File: config.mk
export PLATFORM = sky130hd
export DESIGN_NAME = grid_ray_cell_walk_flat
export DESIGN_NICKNAME = d
export VERILOG_FILES = /design/src/rtl/core/grcw_pkg.sv /design/src/rtl/core/grcw_ray_if.sv /design/src/rtl/core/grcw_hit_if.sv /design/src/rtl/core/grcw_mul.sv /design/src/rtl/core/grcw_divsqrt.sv /design/src/rtl/core/grid_ray_cell_walk.sv /design/src/flat_wrapper.sv
export VERILOG_INCLUDE_DIRS = /design/src /design/src/rtl/core
export SDC_FILE = /design/constraint.sdc
export NUM_CORES = 2
export LEC_CHECK = 0
export BUFFER_PORTS_ARGS = -buffer_cell sky130_fd_sc_hd__buf_2
export CAP_MARGIN = 20
export CORE_ASPECT_RATIO = 0.7
export CORE_MARGIN = 2
export CORE_UTILIZATION = 35
export CTS_CLUSTER_SIZE = 20
export DETAILED_ROUTE_END_ITERATION = 6
export PLACE_DENSITY = 0.6
export SLEW_MARGIN = 20
export SYNTH_ARGS = -nofsm -noshare
export SYNTH_HDL_FRONTEND = slang
export SYNTH_HIERARCHICAL = 1
export SYNTH_SLANG_ARGS = --single-unit
File: constraint.sdc
create_clock -name clk -period 15.51 [get_ports clk]
set_input_delay 0 -clock clk [delete_from_list [all_inputs] [get_ports clk]]
set_output_delay 0 -clock clk [all_outputs]
set_load 0.05 [all_outputs]
File: src/rtl/core/grid_ray_cell_walk_defines.svh
// assertion macros for the ray cell walker
`ifndef GRID_RAY_CELL_WALK_DEFINES_SVH
`define GRID_RAY_CELL_WALK_DEFINES_SVH

// same-cycle implication
`define GRCW_ASSERT_IMP(lbl, ante, cons, msg) \
	lbl: assert property (@(posedge clk) disable iff (!arst_n) (ante) |-> (cons)) \
		else $error(msg);

// next-cycle implication
`define GRCW_ASSERT_NXT(lbl, ante, cons, msg) \
	lbl: assert property (@(posedge clk) disable iff (!arst_n) (ante) |=> (cons)) \
		else $error(msg);

`endif

File: src/rtl/core/grcw_pkg.sv
`timescale 1ns / 1ps
package grcw_pkg;
	localparam int IN_W = 24;
	localparam int ABS_W = 24;
	localparam int CELL_W = 13;
	localparam int DIST_W = 25;
	localparam int LEN_W = 25;
	localparam int MUL_W = 25;
	localparam int PROD_W = 50;
	localparam int REM_W = 28;
	localparam int MAX_CELLS_DEF = 64;
	localparam int FRAC_BITS_DEF = 12;

	typedef enum logic {
		OP_DIV = 1'b0,
		OP_SQRT = 1'b1
	} ds_op_t;

	typedef struct packed {
		logic start;
		ds_op_t op;
		logic [PROD_W-1:0] num;
		logic [LEN_W-1:0] den;
	} ds_req_t;

	typedef struct packed {
		logic done;
		logic [PROD_W-1:0] quo;
		logic [REM_W-1:0] rem;
	} ds_rsp_t;
endpackage

File: src/rtl/core/grcw_ray_if.sv
`timescale 1ns / 1ps
interface grcw_ray_if;
	logic valid;
	logic ready;
	logic signed [grcw_pkg::IN_W-1:0] begin_x;
	logic signed [grcw_pkg::IN_W-1:0] begin_y;
	logic signed [grcw_pkg::IN_W-1:0] begin_z;
	logic signed [grcw_pkg::IN_W-1:0] end_x;
	logic signed [grcw_pkg::IN_W-1:0] end_y;
	logic signed [grcw_pkg::IN_W-1:0] end_z;

	modport source (output valid, begin_x, begin_y, begin_z, end_x, end_y, end_z,
		input ready);
	modport sink (input valid, begin_x, begin_y, begin_z, end_x, end_y, end_z,
		output ready);
endinterface

File: src/rtl/core/grcw_hit_if.sv
`timescale 1ns / 1ps
interface grcw_hit_if;
	logic valid;
	logic ready;
	logic signed [grcw_pkg::CELL_W-1:0] cell_x;
	logic signed [grcw_pkg::CELL_W-1:0] cell_z;
	logic signed [grcw_pkg::CELL_W-1:0] next_cell_x;
	logic signed [grcw_pkg::CELL_W-1:0] next_cell_z;
	logic [grcw_pkg::DIST_W-1:0] enter_dist;
	logic [grcw_pkg::DIST_W-1:0] exit_dist;
	logic last;
	logic truncated;

	modport source (output valid, cell_x, cell_z, next_cell_x, next_cell_z, enter_dist,
		exit_dist, last, truncated, input ready);
	modport sink (input valid, cell_x, cell_z, next_cell_x, next_cell_z, enter_dist,
		exit_dist, last, truncated, output ready);
endinterface

File: src/rtl/core/grcw_mul.sv
`timescale 1ns / 1ps
module grcw_mul (
	input  logic clk,
	input  logic [grcw_pkg::MUL_W-1:0] a,
	input  logic [grcw_pkg::MUL_W-1:0] b,
	output logic [grcw_pkg::PROD_W-1:0] p
);
	logic [grcw_pkg::PROD_W-1:0] p_q;

	always_ff @(posedge clk) begin
		p_q <= a * b;
	end

	assign p = p_q;
endmodule

File: src/rtl/core/grcw_divsqrt.sv
`timescale 1ns / 1ps
module grcw_divsqrt (
	input  logic clk,
	input  logic arst_n,
	input  grcw_pkg::ds_req_t req,
	output grcw_pkg::ds_rsp_t rsp
);
	localparam int PW = grcw_pkg::PROD_W;
	localparam int RW = grcw_pkg::REM_W;
	localparam int LW = grcw_pkg::LEN_W;
	localparam logic [5:0] DIV_STEPS = 6'(PW);
	localparam logic [5:0] SQRT_STEPS = 6'(PW / 2);

	logic [5:0] cnt_q;
	logic done_q;
	logic sqrt_q;
	logic [PW-1:0] num_q;
	logic [LW-1:0] den_q;
	logic [PW-1:0] quo_q;
	logic [RW-1:0] rem_q;
	logic [RW-1:0] rem_sh;
	logic [RW-1:0] sub_b;
	logic [RW:0] diff;
	logic ge;

	always_comb begin
		if (sqrt_q) begin
			rem_sh = {rem_q[RW-3:0], num_q[PW-1:PW-2]};
			sub_b = {1'b0, quo_q[LW-1:0], 2'b01};
		end else begin
			rem_sh = {rem_q[RW-2:0], num_q[PW-1]};
			sub_b = {{(RW-LW){1'b0}}, den_q};
		end
		diff = {1'b0, rem_sh} - {1'b0, sub_b};
		ge = !diff[RW];
	end

	always_ff @(posedge clk or negedge arst_n) begin
		if (!arst_n) begin
			cnt_q <= '0;
			done_q <= 1'b0;
		end else if (req.start) begin
			cnt_q <= (req.op == grcw_pkg::OP_SQRT) ? SQRT_STEPS : DIV_STEPS;
			done_q <= 1'b0;
		end else if (cnt_q != '0) begin
			cnt_q <= cnt_q - 6'd1;
			done_q <= (cnt_q == 6'd1);
		end else begin
			done_q <= 1'b0;
		end
	end

	always_ff @(posedge clk) begin
		if (req.start) begin
			num_q <= req.num;
			den_q <= req.den;
			sqrt_q <= (req.op == grcw_pkg::OP_SQRT);
			quo_q <= '0;
			rem_q <= '0;
		end else if (cnt_q != '0) begin
			num_q <= sqrt_q ? {num_q[PW-3:0], 2'b00} : {num_q[PW-2:0], 1'b0};
			quo_q <= {quo_q[PW-2:0], ge};
			rem_q <= ge ? diff[RW-1:0] : rem_sh;
		end
	end

	assign rsp.done = done_q;
	assign rsp.quo = quo_q;
	assign rsp.rem = rem_q;
endmodule

File: src/rtl/core/grid_ray_cell_walk.sv
`timescale 1ns / 1ps
// the first cell of a ray waits on the length root and the divides, all on the shared
// bit-serial divide/sqrt unit (one 25-step root, four 50-step divides)
// one cell per cycle unless hit stalls, up to MAX_CELLS cells; one ray at a time
// a ray shorter than the epsilon gives no cell and returns to idle from the check
// reset: arst_n clears the sequencer and output valid, the block comes up idle
module grid_ray_cell_walk #(
	parameter int MAX_CELLS = grcw_pkg::MAX_CELLS_DEF,
	parameter int FRAC_BITS = grcw_pkg::FRAC_BITS_DEF
) (
	input  logic clk,
	input  logic arst_n,
	grcw_ray_if.sink ray,
	grcw_hit_if.source hit
);
`include "grid_ray_cell_walk_defines.svh"

	localparam int IW = grcw_pkg::IN_W;
	localparam int AW = grcw_pkg::ABS_W;
	localparam int CW = grcw_pkg::CELL_W;
	localparam int LW = grcw_pkg::LEN_W;
	localparam int PW = grcw_pkg::PROD_W;
	localparam int MW = grcw_pkg::MUL_W;
	localparam int NW = 26;
	localparam int KW = (MAX_CELLS > 1) ? $clog2(MAX_CELLS) : 1;
	localparam longint EPS_LIM = ((64'd1 << (2 * FRAC_BITS)) + 64'd99999999) / 64'd100000000;
	localparam logic [PW-1:0] EPS_S = PW'(EPS_LIM);
	localparam logic [NW-1:0] UNIT_N = NW'(1) << FRAC_BITS;
	localparam logic [KW-1:0] LAST_K = KW'(MAX_CELLS - 1);

	typedef enum logic [17:0] {
		S_IDLE = 18'h00001,
		S_MX   = 18'h00002,
		S_MZ   = 18'h00004,
		S_MY   = 18'h00008,
		S_CHK  = 18'h00010,
		S_WSQ  = 18'h00020,
		S_P1   = 18'h00040,
		S_P2   = 18'h00080,
		S_P3   = 18'h00100,
		S_D1   = 18'h00200,
		S_W1   = 18'h00400,
		S_D2   = 18'h00800,
		S_W2   = 18'h01000,
		S_D3   = 18'h02000,
		S_W3   = 18'h04000,
		S_D4   = 18'h08000,
		S_W4   = 18'h10000,
		S_RUN  = 18'h20000
	} state_t;

	state_t st_q;
	logic signed [IW-1:0] bx_q, bz_q;
	logic [AW-1:0] adx_q, ady_q, adz_q;
	logic xneg_q, zneg_q, xmv_q, zmv_q;
	logic [PW-1:0] sf_q;
	logic [CW-1:0] cx_q, cz_q;
	logic [NW-1:0] nx_q, nz_q;
	logic [PW-1:0] px_q, pz_q;
	logic [LW-1:0] len_q, param_q;
	logic [LW-1:0] qx_q, qsx_q, qz_q, qsz_q;
	logic [AW-1:0] rx_q, rsx_q, rz_q, rsz_q;
	logic [KW-1:0] cnt_q;

	logic out_valid_q;
	logic [CW-1:0] o_cx_q, o_cz_q, o_nx_q, o_nz_q;
	logic [LW-1:0] o_enter_q, o_exit_q;
	logic o_last_q, o_trunc_q;

	logic [MW-1:0] mul_a, mul_b;
	logic [PW-1:0] prod;
	grcw_pkg::ds_req_t ds_req;
	grcw_pkg::ds_rsp_t ds_rsp;

	logic signed [IW:0] dx, dy, dz;
	logic [IW:0] adx_w, ady_w, adz_w;
	logic [PW-1:0] s3;
	logic short3, flat_short, xmv_n, zmv_n, fxz, fzz;
	logic [NW-1:0] fx, fz, nx0, nz0;
	logic signed [IW-1:0] bcx, bcz;
	logic [CW-1:0] cx0, cz0;
	logic [LW-1:0] len_rnd;

	logic emit, use_x, done_x, done_z, e_done, e_trunc, e_last;
	logic [LW-1:0] e_exit;
	logic [CW-1:0] cx_step, cz_step;
	logic [AW:0] rsum_x, rsum_z;
	logic car_x, car_z;

	grcw_mul u_mul (
		.clk(clk),
		.a(mul_a),
		.b(mul_b),
		.p(prod)
	);

	grcw_divsqrt u_ds (
		.clk(clk),
		.arst_n(arst_n),
		.req(ds_req),
		.rsp(ds_rsp)
	);

	// front end
	always_comb begin
		dx = {ray.end_x[IW-1], ray.end_x} - {ray.begin_x[IW-1], ray.begin_x};
		dy = {ray.end_y[IW-1], ray.end_y} - {ray.begin_y[IW-1], ray.begin_y};
		dz = {ray.end_z[IW-1], ray.end_z} - {ray.begin_z[IW-1], ray.begin_z};
		adx_w = dx[IW] ? -dx : dx;
		ady_w = dy[IW] ? -dy : dy;
		adz_w = dz[IW] ? -dz : dz;
	end

	// length checks and starting cell
	always_comb begin
		s3 = sf_q + prod;
		short3 = s3 < EPS_S;
		flat_short = sf_q < EPS_S;
		xmv_n = !flat_short && (adx_q != '0);
		zmv_n = !flat_short && (adz_q != '0);
		fx = NW'(bx_q[FRAC_BITS-1:0]);
		fz = NW'(bz_q[FRAC_BITS-1:0]);
		fxz = (fx == '0);
		fzz = (fz == '0);
		bcx = bx_q >>> FRAC_BITS;
		bcz = bz_q >>> FRAC_BITS;
		nx0 = fxz ? UNIT_N : (xneg_q ? fx : UNIT_N - fx);
		nz0 = fzz ? UNIT_N : (zneg_q ? fz : UNIT_N - fz);
		cx0 = bcx[CW-1:0] - CW'(xmv_n && xneg_q && fxz);
		cz0 = bcz[CW-1:0] - CW'(zmv_n && zneg_q && fzz);
		len_rnd = ds_rsp.quo[LW-1:0]
			+ LW'(ds_rsp.rem > grcw_pkg::REM_W'(ds_rsp.quo[LW-1:0]));
	end

	// multiplier operand select
	always_comb begin
		case (st_q)
			S_MX: begin
				mul_a = MW'(adx_q);
				mul_b = MW'(adx_q);
			end
			S_MZ: begin
				mul_a = MW'(adz_q);
				mul_b = MW'(adz_q);
			end
			S_MY: begin
				mul_a = MW'(ady_q);
				mul_b = MW'(ady_q);
			end
			S_P1: begin
				mul_a = nx_q[MW-1:0];
				mul_b = MW'(adz_q);
			end
			S_P2: begin
				mul_a = nz_q[MW-1:0];
				mul_b = MW'(adx_q);
			end
			S_P3: begin
				mul_a = nx_q[MW-1:0];
				mul_b = len_q;
			end
			default: begin
				mul_a = nz_q[MW-1:0];
				mul_b = len_q;
			end
		endcase
	end

	// divide/sqrt requests
	always_comb begin
		ds_req.start = 1'b0;
		ds_req.op = grcw_pkg::OP_DIV;
		ds_req.num = prod;
		ds_req.den = LW'(adx_q);
		case (st_q)
			S_CHK: begin
				ds_req.start = !short3;
				ds_req.op = grcw_pkg::OP_SQRT;
				ds_req.num = sf_q;
			end
			S_D1: begin
				ds_req.start = 1'b1;
			end
			S_D2: begin
				ds_req.start = 1'b1;
				ds_req.num = PW'(len_q) << FRAC_BITS;
			end
			S_D3: begin
				ds_req.start = 1'b1;
				ds_req.den = LW'(adz_q);
			end
			S_D4: begin
				ds_req.start = 1'b1;
				ds_req.num = PW'(len_q) << FRAC_BITS;
				ds_req.den = LW'(adz_q);
			end
			default: begin
				ds_req.start = 1'b0;
			end
		endcase
	end

	// one cell step
	always_comb begin
		emit = (st_q == S_RUN) && (!out_valid_q || hit.ready);
		use_x = xmv_q && (!zmv_q || (px_q < pz_q));
		done_x = nx_q > NW'(adx_q);
		done_z = nz_q > NW'(adz_q);
		rsum_x = {1'b0, rx_q} + {1'b0, rsx_q};
		rsum_z = {1'b0, rz_q} + {1'b0, rsz_q};
		car_x = rsum_x >= {1'b0, adx_q};
		car_z = rsum_z >= {1'b0, adz_q};
		cx_step = xneg_q ? cx_q - CW'(1) : cx_q + CW'(1);
		cz_step = zneg_q ? cz_q - CW'(1) : cz_q + CW'(1);
		if (use_x) begin
			e_done = done_x;
			e_exit = done_x ? len_q : qx_q;
		end else if (zmv_q) begin
			e_done = done_z;
			e_exit = done_z ? len_q : qz_q;
		end else begin
			e_done = 1'b1;
			e_exit = len_q;
		end
		e_trunc = !e_done && (cnt_q == LAST_K);
		e_last = e_done || e_trunc;
	end

	always_ff @(posedge clk or negedge arst_n) begin
		if (!arst_n) begin
			st_q <= S_IDLE;
			out_valid_q <= 1'b0;
		end else begin
			if (emit) begin
				out_valid_q <= 1'b1;
			end else if (hit.ready) begin
				out_valid_q <= 1'b0;
			end
			case (st_q)
				S_IDLE: if (ray.valid) st_q <= S_MX;
				S_MX:   st_q <= S_MZ;
				S_MZ:   st_q <= S_MY;
				S_MY:   st_q <= S_CHK;
				S_CHK:  st_q <= short3 ? S_IDLE : S_WSQ;
				S_WSQ:  if (ds_rsp.done) st_q <= S_P1;
				S_P1:   st_q <= S_P2;
				S_P2:   st_q <= S_P3;
				S_P3:   st_q <= S_D1;
				S_D1:   st_q <= S_W1;
				S_W1:   if (ds_rsp.done) st_q <= S_D2;
				S_D2:   st_q <= S_W2;
				S_W2:   if (ds_rsp.done) st_q <= S_D3;
				S_D3:   st_q <= S_W3;
				S_W3:   if (ds_rsp.done) st_q <= S_D4;
				S_D4:   st_q <= S_W4;
				S_W4:   if (ds_rsp.done) st_q <= S_RUN;
				S_RUN:  if (emit && e_last) st_q <= S_IDLE;
				default: st_q <= S_IDLE;
			endcase
		end
	end

	always_ff @(posedge clk) begin
		case (st_q)
			S_IDLE: begin
				bx_q <= ray.begin_x;
				bz_q <= ray.begin_z;
				adx_q <= adx_w[AW-1:0];
				ady_q <= ady_w[AW-1:0];
				adz_q <= adz_w[AW-1:0];
				xneg_q <= dx[IW];
				zneg_q <= dz[IW];
			end
			S_MZ: sf_q <= prod;
			S_MY: sf_q <= sf_q + prod;
			S_CHK: begin
				xmv_q <= xmv_n;
				zmv_q <= zmv_n;
				cx_q <= cx0;
				cz_q <= cz0;
				nx_q <= xmv_n ? nx0 : '0;
				nz_q <= zmv_n ? nz0 : '0;
			end
			S_WSQ: if (ds_rsp.done) len_q <= len_rnd;
			S_P2: px_q <= prod;
			S_P3: pz_q <= prod;
			S_W1: if (ds_rsp.done) begin
				qx_q <= ds_rsp.quo[LW-1:0];
				rx_q <= ds_rsp.rem[AW-1:0];
			end
			S_W2: if (ds_rsp.done) begin
				qsx_q <= ds_rsp.quo[LW-1:0];
				rsx_q <= ds_rsp.rem[AW-1:0];
			end
			S_W3: if (ds_rsp.done) begin
				qz_q <= ds_rsp.quo[LW-1:0];
				rz_q <= ds_rsp.rem[AW-1:0];
			end
			S_W4: if (ds_rsp.done) begin
				qsz_q <= ds_rsp.quo[LW-1:0];
				rsz_q <= ds_rsp.rem[AW-1:0];
				param_q <= '0;
				cnt_q <= '0;
			end
			S_RUN: if (emit) begin
				o_cx_q <= cx_q;
				o_cz_q <= cz_q;
				o_nx_q <= use_x ? cx_step : cx_q;
				o_nz_q <= (!use_x && zmv_q) ? cz_step : cz_q;
				o_enter_q <= param_q;
				o_exit_q <= e_exit;
				o_last_q <= e_last;
				o_trunc_q <= e_trunc;
				param_q <= e_exit;
				cnt_q <= cnt_q + KW'(1);
				if (use_x) begin
					cx_q <= cx_step;
					nx_q <= nx_q + UNIT_N;
					px_q <= px_q + (PW'(adz_q) << FRAC_BITS);
					qx_q <= qx_q + qsx_q + LW'(car_x);
					rx_q <= car_x ? AW'(rsum_x - {1'b0, adx_q}) : rsum_x[AW-1:0];
				end else if (zmv_q) begin
					cz_q <= cz_step;
					nz_q <= nz_q + UNIT_N;
					pz_q <= pz_q + (PW'(adx_q) << FRAC_BITS);
					qz_q <= qz_q + qsz_q + LW'(car_z);
					rz_q <= car_z ? AW'(rsum_z - {1'b0, adz_q}) : rsum_z[AW-1:0];
				end
			end
			default: begin
			end
		endcase
	end

	assign ray.ready = (st_q == S_IDLE);
	assign hit.valid = out_valid_q;
	assign hit.cell_x = o_cx_q;
	assign hit.cell_z = o_cz_q;
	assign hit.next_cell_x = o_nx_q;
	assign hit.next_cell_z = o_nz_q;
	assign hit.enter_dist = o_enter_q;
	assign hit.exit_dist = o_exit_q;
	assign hit.last = o_last_q;
	assign hit.truncated = o_trunc_q;

	`GRCW_ASSERT_IMP(a_trunc_last, hit.valid && hit.truncated, hit.last, "truncated cell without last")
	`GRCW_ASSERT_IMP(a_ds_wait, ds_rsp.done, st_q == S_WSQ || st_q == S_W1 || st_q == S_W2 || st_q == S_W3 || st_q == S_W4, "divide/sqrt result outside a wait state")
	`GRCW_ASSERT_NXT(a_last_idle, emit && e_last, st_q == S_IDLE && out_valid_q, "run did not end after last cell")
endmodule
File: src/flat_wrapper.sv
// flat-port wrapper written by rule: the top's interface ports become plain ports
module grid_ray_cell_walk_flat 
#(
	parameter int MAX_CELLS = grcw_pkg::MAX_CELLS_DEF,
	parameter int FRAC_BITS = grcw_pkg::FRAC_BITS_DEF
)
  (clk, arst_n, ray_valid, ray_begin_x, ray_begin_y, ray_begin_z, ray_end_x, ray_end_y, ray_end_z, ray_ready, hit_valid, hit_cell_x, hit_cell_z, hit_next_cell_x, hit_next_cell_z, hit_enter_dist, hit_exit_dist, hit_last, hit_truncated, hit_ready);
  grcw_ray_if ray_i ();
  grcw_hit_if hit_i ();
  input  logic clk;
  input  logic arst_n;
  input wire logic [$bits(ray_i.valid)-1:0] ray_valid;
  input wire logic [$bits(ray_i.begin_x)-1:0] ray_begin_x;
  input wire logic [$bits(ray_i.begin_y)-1:0] ray_begin_y;
  input wire logic [$bits(ray_i.begin_z)-1:0] ray_begin_z;
  input wire logic [$bits(ray_i.end_x)-1:0] ray_end_x;
  input wire logic [$bits(ray_i.end_y)-1:0] ray_end_y;
  input wire logic [$bits(ray_i.end_z)-1:0] ray_end_z;
  output wire logic [$bits(ray_i.ready)-1:0] ray_ready;
  output wire logic [$bits(hit_i.valid)-1:0] hit_valid;
  output wire logic [$bits(hit_i.cell_x)-1:0] hit_cell_x;
  output wire logic [$bits(hit_i.cell_z)-1:0] hit_cell_z;
  output wire logic [$bits(hit_i.next_cell_x)-1:0] hit_next_cell_x;
  output wire logic [$bits(hit_i.next_cell_z)-1:0] hit_next_cell_z;
  output wire logic [$bits(hit_i.enter_dist)-1:0] hit_enter_dist;
  output wire logic [$bits(hit_i.exit_dist)-1:0] hit_exit_dist;
  output wire logic [$bits(hit_i.last)-1:0] hit_last;
  output wire logic [$bits(hit_i.truncated)-1:0] hit_truncated;
  input wire logic [$bits(hit_i.ready)-1:0] hit_ready;
  assign ray_i.valid = ray_valid;
  assign ray_i.begin_x = ray_begin_x;
  assign ray_i.begin_y = ray_begin_y;
  assign ray_i.begin_z = ray_begin_z;
  assign ray_i.end_x = ray_end_x;
  assign ray_i.end_y = ray_end_y;
  assign ray_i.end_z = ray_end_z;
  assign ray_ready = ray_i.ready;
  assign hit_valid = hit_i.valid;
  assign hit_cell_x = hit_i.cell_x;
  assign hit_cell_z = hit_i.cell_z;
  assign hit_next_cell_x = hit_i.next_cell_x;
  assign hit_next_cell_z = hit_i.next_cell_z;
  assign hit_enter_dist = hit_i.enter_dist;
  assign hit_exit_dist = hit_i.exit_dist;
  assign hit_last = hit_i.last;
  assign hit_truncated = hit_i.truncated;
  assign hit_i.ready = hit_ready;
  grid_ray_cell_walk #(.MAX_CELLS(MAX_CELLS), .FRAC_BITS(FRAC_BITS)) u_core (.clk(clk), .arst_n(arst_n), .ray(ray_i), .hit(hit_i));
endmodule
==> flow_summary.ini <==
[route]
totalWireLength_mm = 280.2
wl_met1_mm = 131.2
first_pass_iters = 7
wl_met2_mm = 107.6
drcViolationCount = 107
viasPerCell = 5.576
wl_met3_mm = 35.06
vias = 66364
drt_iter0_markers = 8284
wl_per_cell_um = 23.54
drtAntennaViolNets = 0
top_layer_used = met5

[timing]
clock_skew_ns = 0.02791
report.final.slew_viol_count = 0
fin_crit_sh = 0.8084
rsz0062_at_grt = no
fin_ws_ns = 2.972
finalWorstPathRequiredPeriod_ns = 12.54
setup_viol = 0
fin_setup_tns_ns = 0
relSlewSlack = 0.2248
hold_viol_final = 0
worst_pin_slew_ns = 1.157
fmax_ghz = 0.07976

[clock_tree]
cts_tree = built
root_buffer = clkbuf_16
cts_buffers = 90
cts_resized = 0
cts_buffer_depth = 3
worstSkewPairLatency_ns = 0.70
cts-htree-levels = 3
clkTransAtPathRegs_ns = 0.07
clkSinkCount = 913

[outcome]
status = finished with violations
violations = design-rule violations

[worst_setup_path]
slowest_delay_ns = 1.03
r2r-start = u_core/st_q[9]$_DFFE_PN0P_
crit_fanout = 51
end_kind = flip-flop
reg2reg_setup_slack_ns = 2.97
crit_path_start_kind = flip-flop
crit_path_start = u_core/st_q[9]$_DFFE_PN0P_
critical_path.most_common_cell = fa_1
cp.arrival_ns = 13.16
crit_required_ns = 16.13
worstSetupPathType = reg2reg
slowest_stage = and4b_2

[global_routing]
grt_max_degree = 116
grt_overflow = 0
grt_pass1_wl_mm = 414.9
antenna_found_initial = 23
grt_util_all_layers = 0.2351
grt_pass1_vias = 63754

[die]
rows = 147
floorplan.die.width_um = 577.5
die_h_um = 405.4
num_io_pins = 254
initial_utilization = 0.3516
coreArea_sq_um = 229200
die-area_sq_um = 234100

[placement]
gp_congestion = 0.9769
dp_slack_ns = 3.368
dp.final_hpwl_mm = 215.6
io_buffer_count = 253
dp.cells = 11642

[finish]
final_nets = 10136
synthToLayoutAreaGrowth_pct = 11.43
final_core_util = 0.3918
final_common_cell = nand2_1
mostFrequentLayoutCells = 1067 x nand2_1, 949 x inv_1, 784 x edfxtp_1, 683 x ha_1, 543 x fa_1
layout-drive-gt1-share = 0.08362
layout.cells.non_filler = 11902
fillers = 22722

[logic_synthesis]
syn_area_sq_um = 80580
yosysWarnings = 6
syn_inst = 8538
synth_area_per_cell_sq_um = 9.437
synth_nets = 9912

[min_path]
min_path_type = in2reg
hold_start = ray_end_y[18]

[job]
cap_violations = 0
## what timing repair did
item / CTS / global route
buffers inserted: 0 / 0
endpoints found under the hold margin: 101 / 0
hold buffers: 82 / 0
## sequential cells by signal, summed over array words and instances (netlist names), 26 cells and up
signal	flops
u_core/nx_q	26
u_core/nz_q	26
u_core/px_q	50
u_core/pz_q	50
u_core/sf_q	50
u_core/u_ds/num_q	50
u_core/u_ds/rem_q	28
u_core/u_mul/p	50
## path summary, 6_finish.rpt
| kind | end | cells past startpoint |
|---|---|---|
| worst min-delay path | u_core/ady_q[18]$_DFFE_PP_ | 4 |
| worst max register to register | u_core/u_mul/p[48]$_DFF_P_ | 33 |
| max in group asynchronous | u_core/u_ds/cnt_q[4]$_DFFE_PN0P_ | 4 |
| min in group asynchronous | u_core/st_q[0]$_DFFE_PN1P_ | 3 |
| worst max-delay path | u_core/u_mul/p[48]$_DFF_P_ | 33 |
| worst min register to register | u_core/hit.enter_dist[14]$_DFFE_PP_ | 0 |
## metal layers
metal / track usage / vias up
met1: 0.3618 / 32622
met5: 0.001240 / -
met2: 0.3171 / 3380
li1: - / 29975
met3: 0.07122 / 367
met4: 0.04816 / 20
## metrics by stage
step / cell area, sq um / hold WS, ns
floorplan: 80580 / -0.2956
global placement: 85780 / 0.1123
detailed placement: 85830 / 0.1160
CTS: 89750 / 0.001457
global route: 89760 / 0.01661
finish: 89790 / 0.02656
## cell type report
type | instances | area (sq um) | share of cell area
Tap cell | 3054 | 3821 | 0.04256
Clock inverter | 54 | 539.3 | 0.006006
Antenna cell | 10 | 25.02 | 0.0002787
Timing Repair Buffer | 455 | 3010 | 0.03353
Multi-Input combinational cell | 6350 | 50010 | 0.5569
Clock buffer | 114 | 2550 | 0.02840
Sequential cell | 913 | 26260 | 0.2924
Inverter | 952 | 3578 | 0.03986
## worst max-delay path: cells and delay by family, from the launching register on
family | cells | cell delay, ns
xor+xnor | 1 | 0.20
simple gates | 12 | 4.10
buf+inv | 7 | 1.45
compound gates | 5 | 2.03
flops | 1 | 0.47
fa+ha+maj | 8 | 4.04
Power is not shown: default switching activity piles up to over one toggle a cycle in this logic, so the estimate is an artifact.
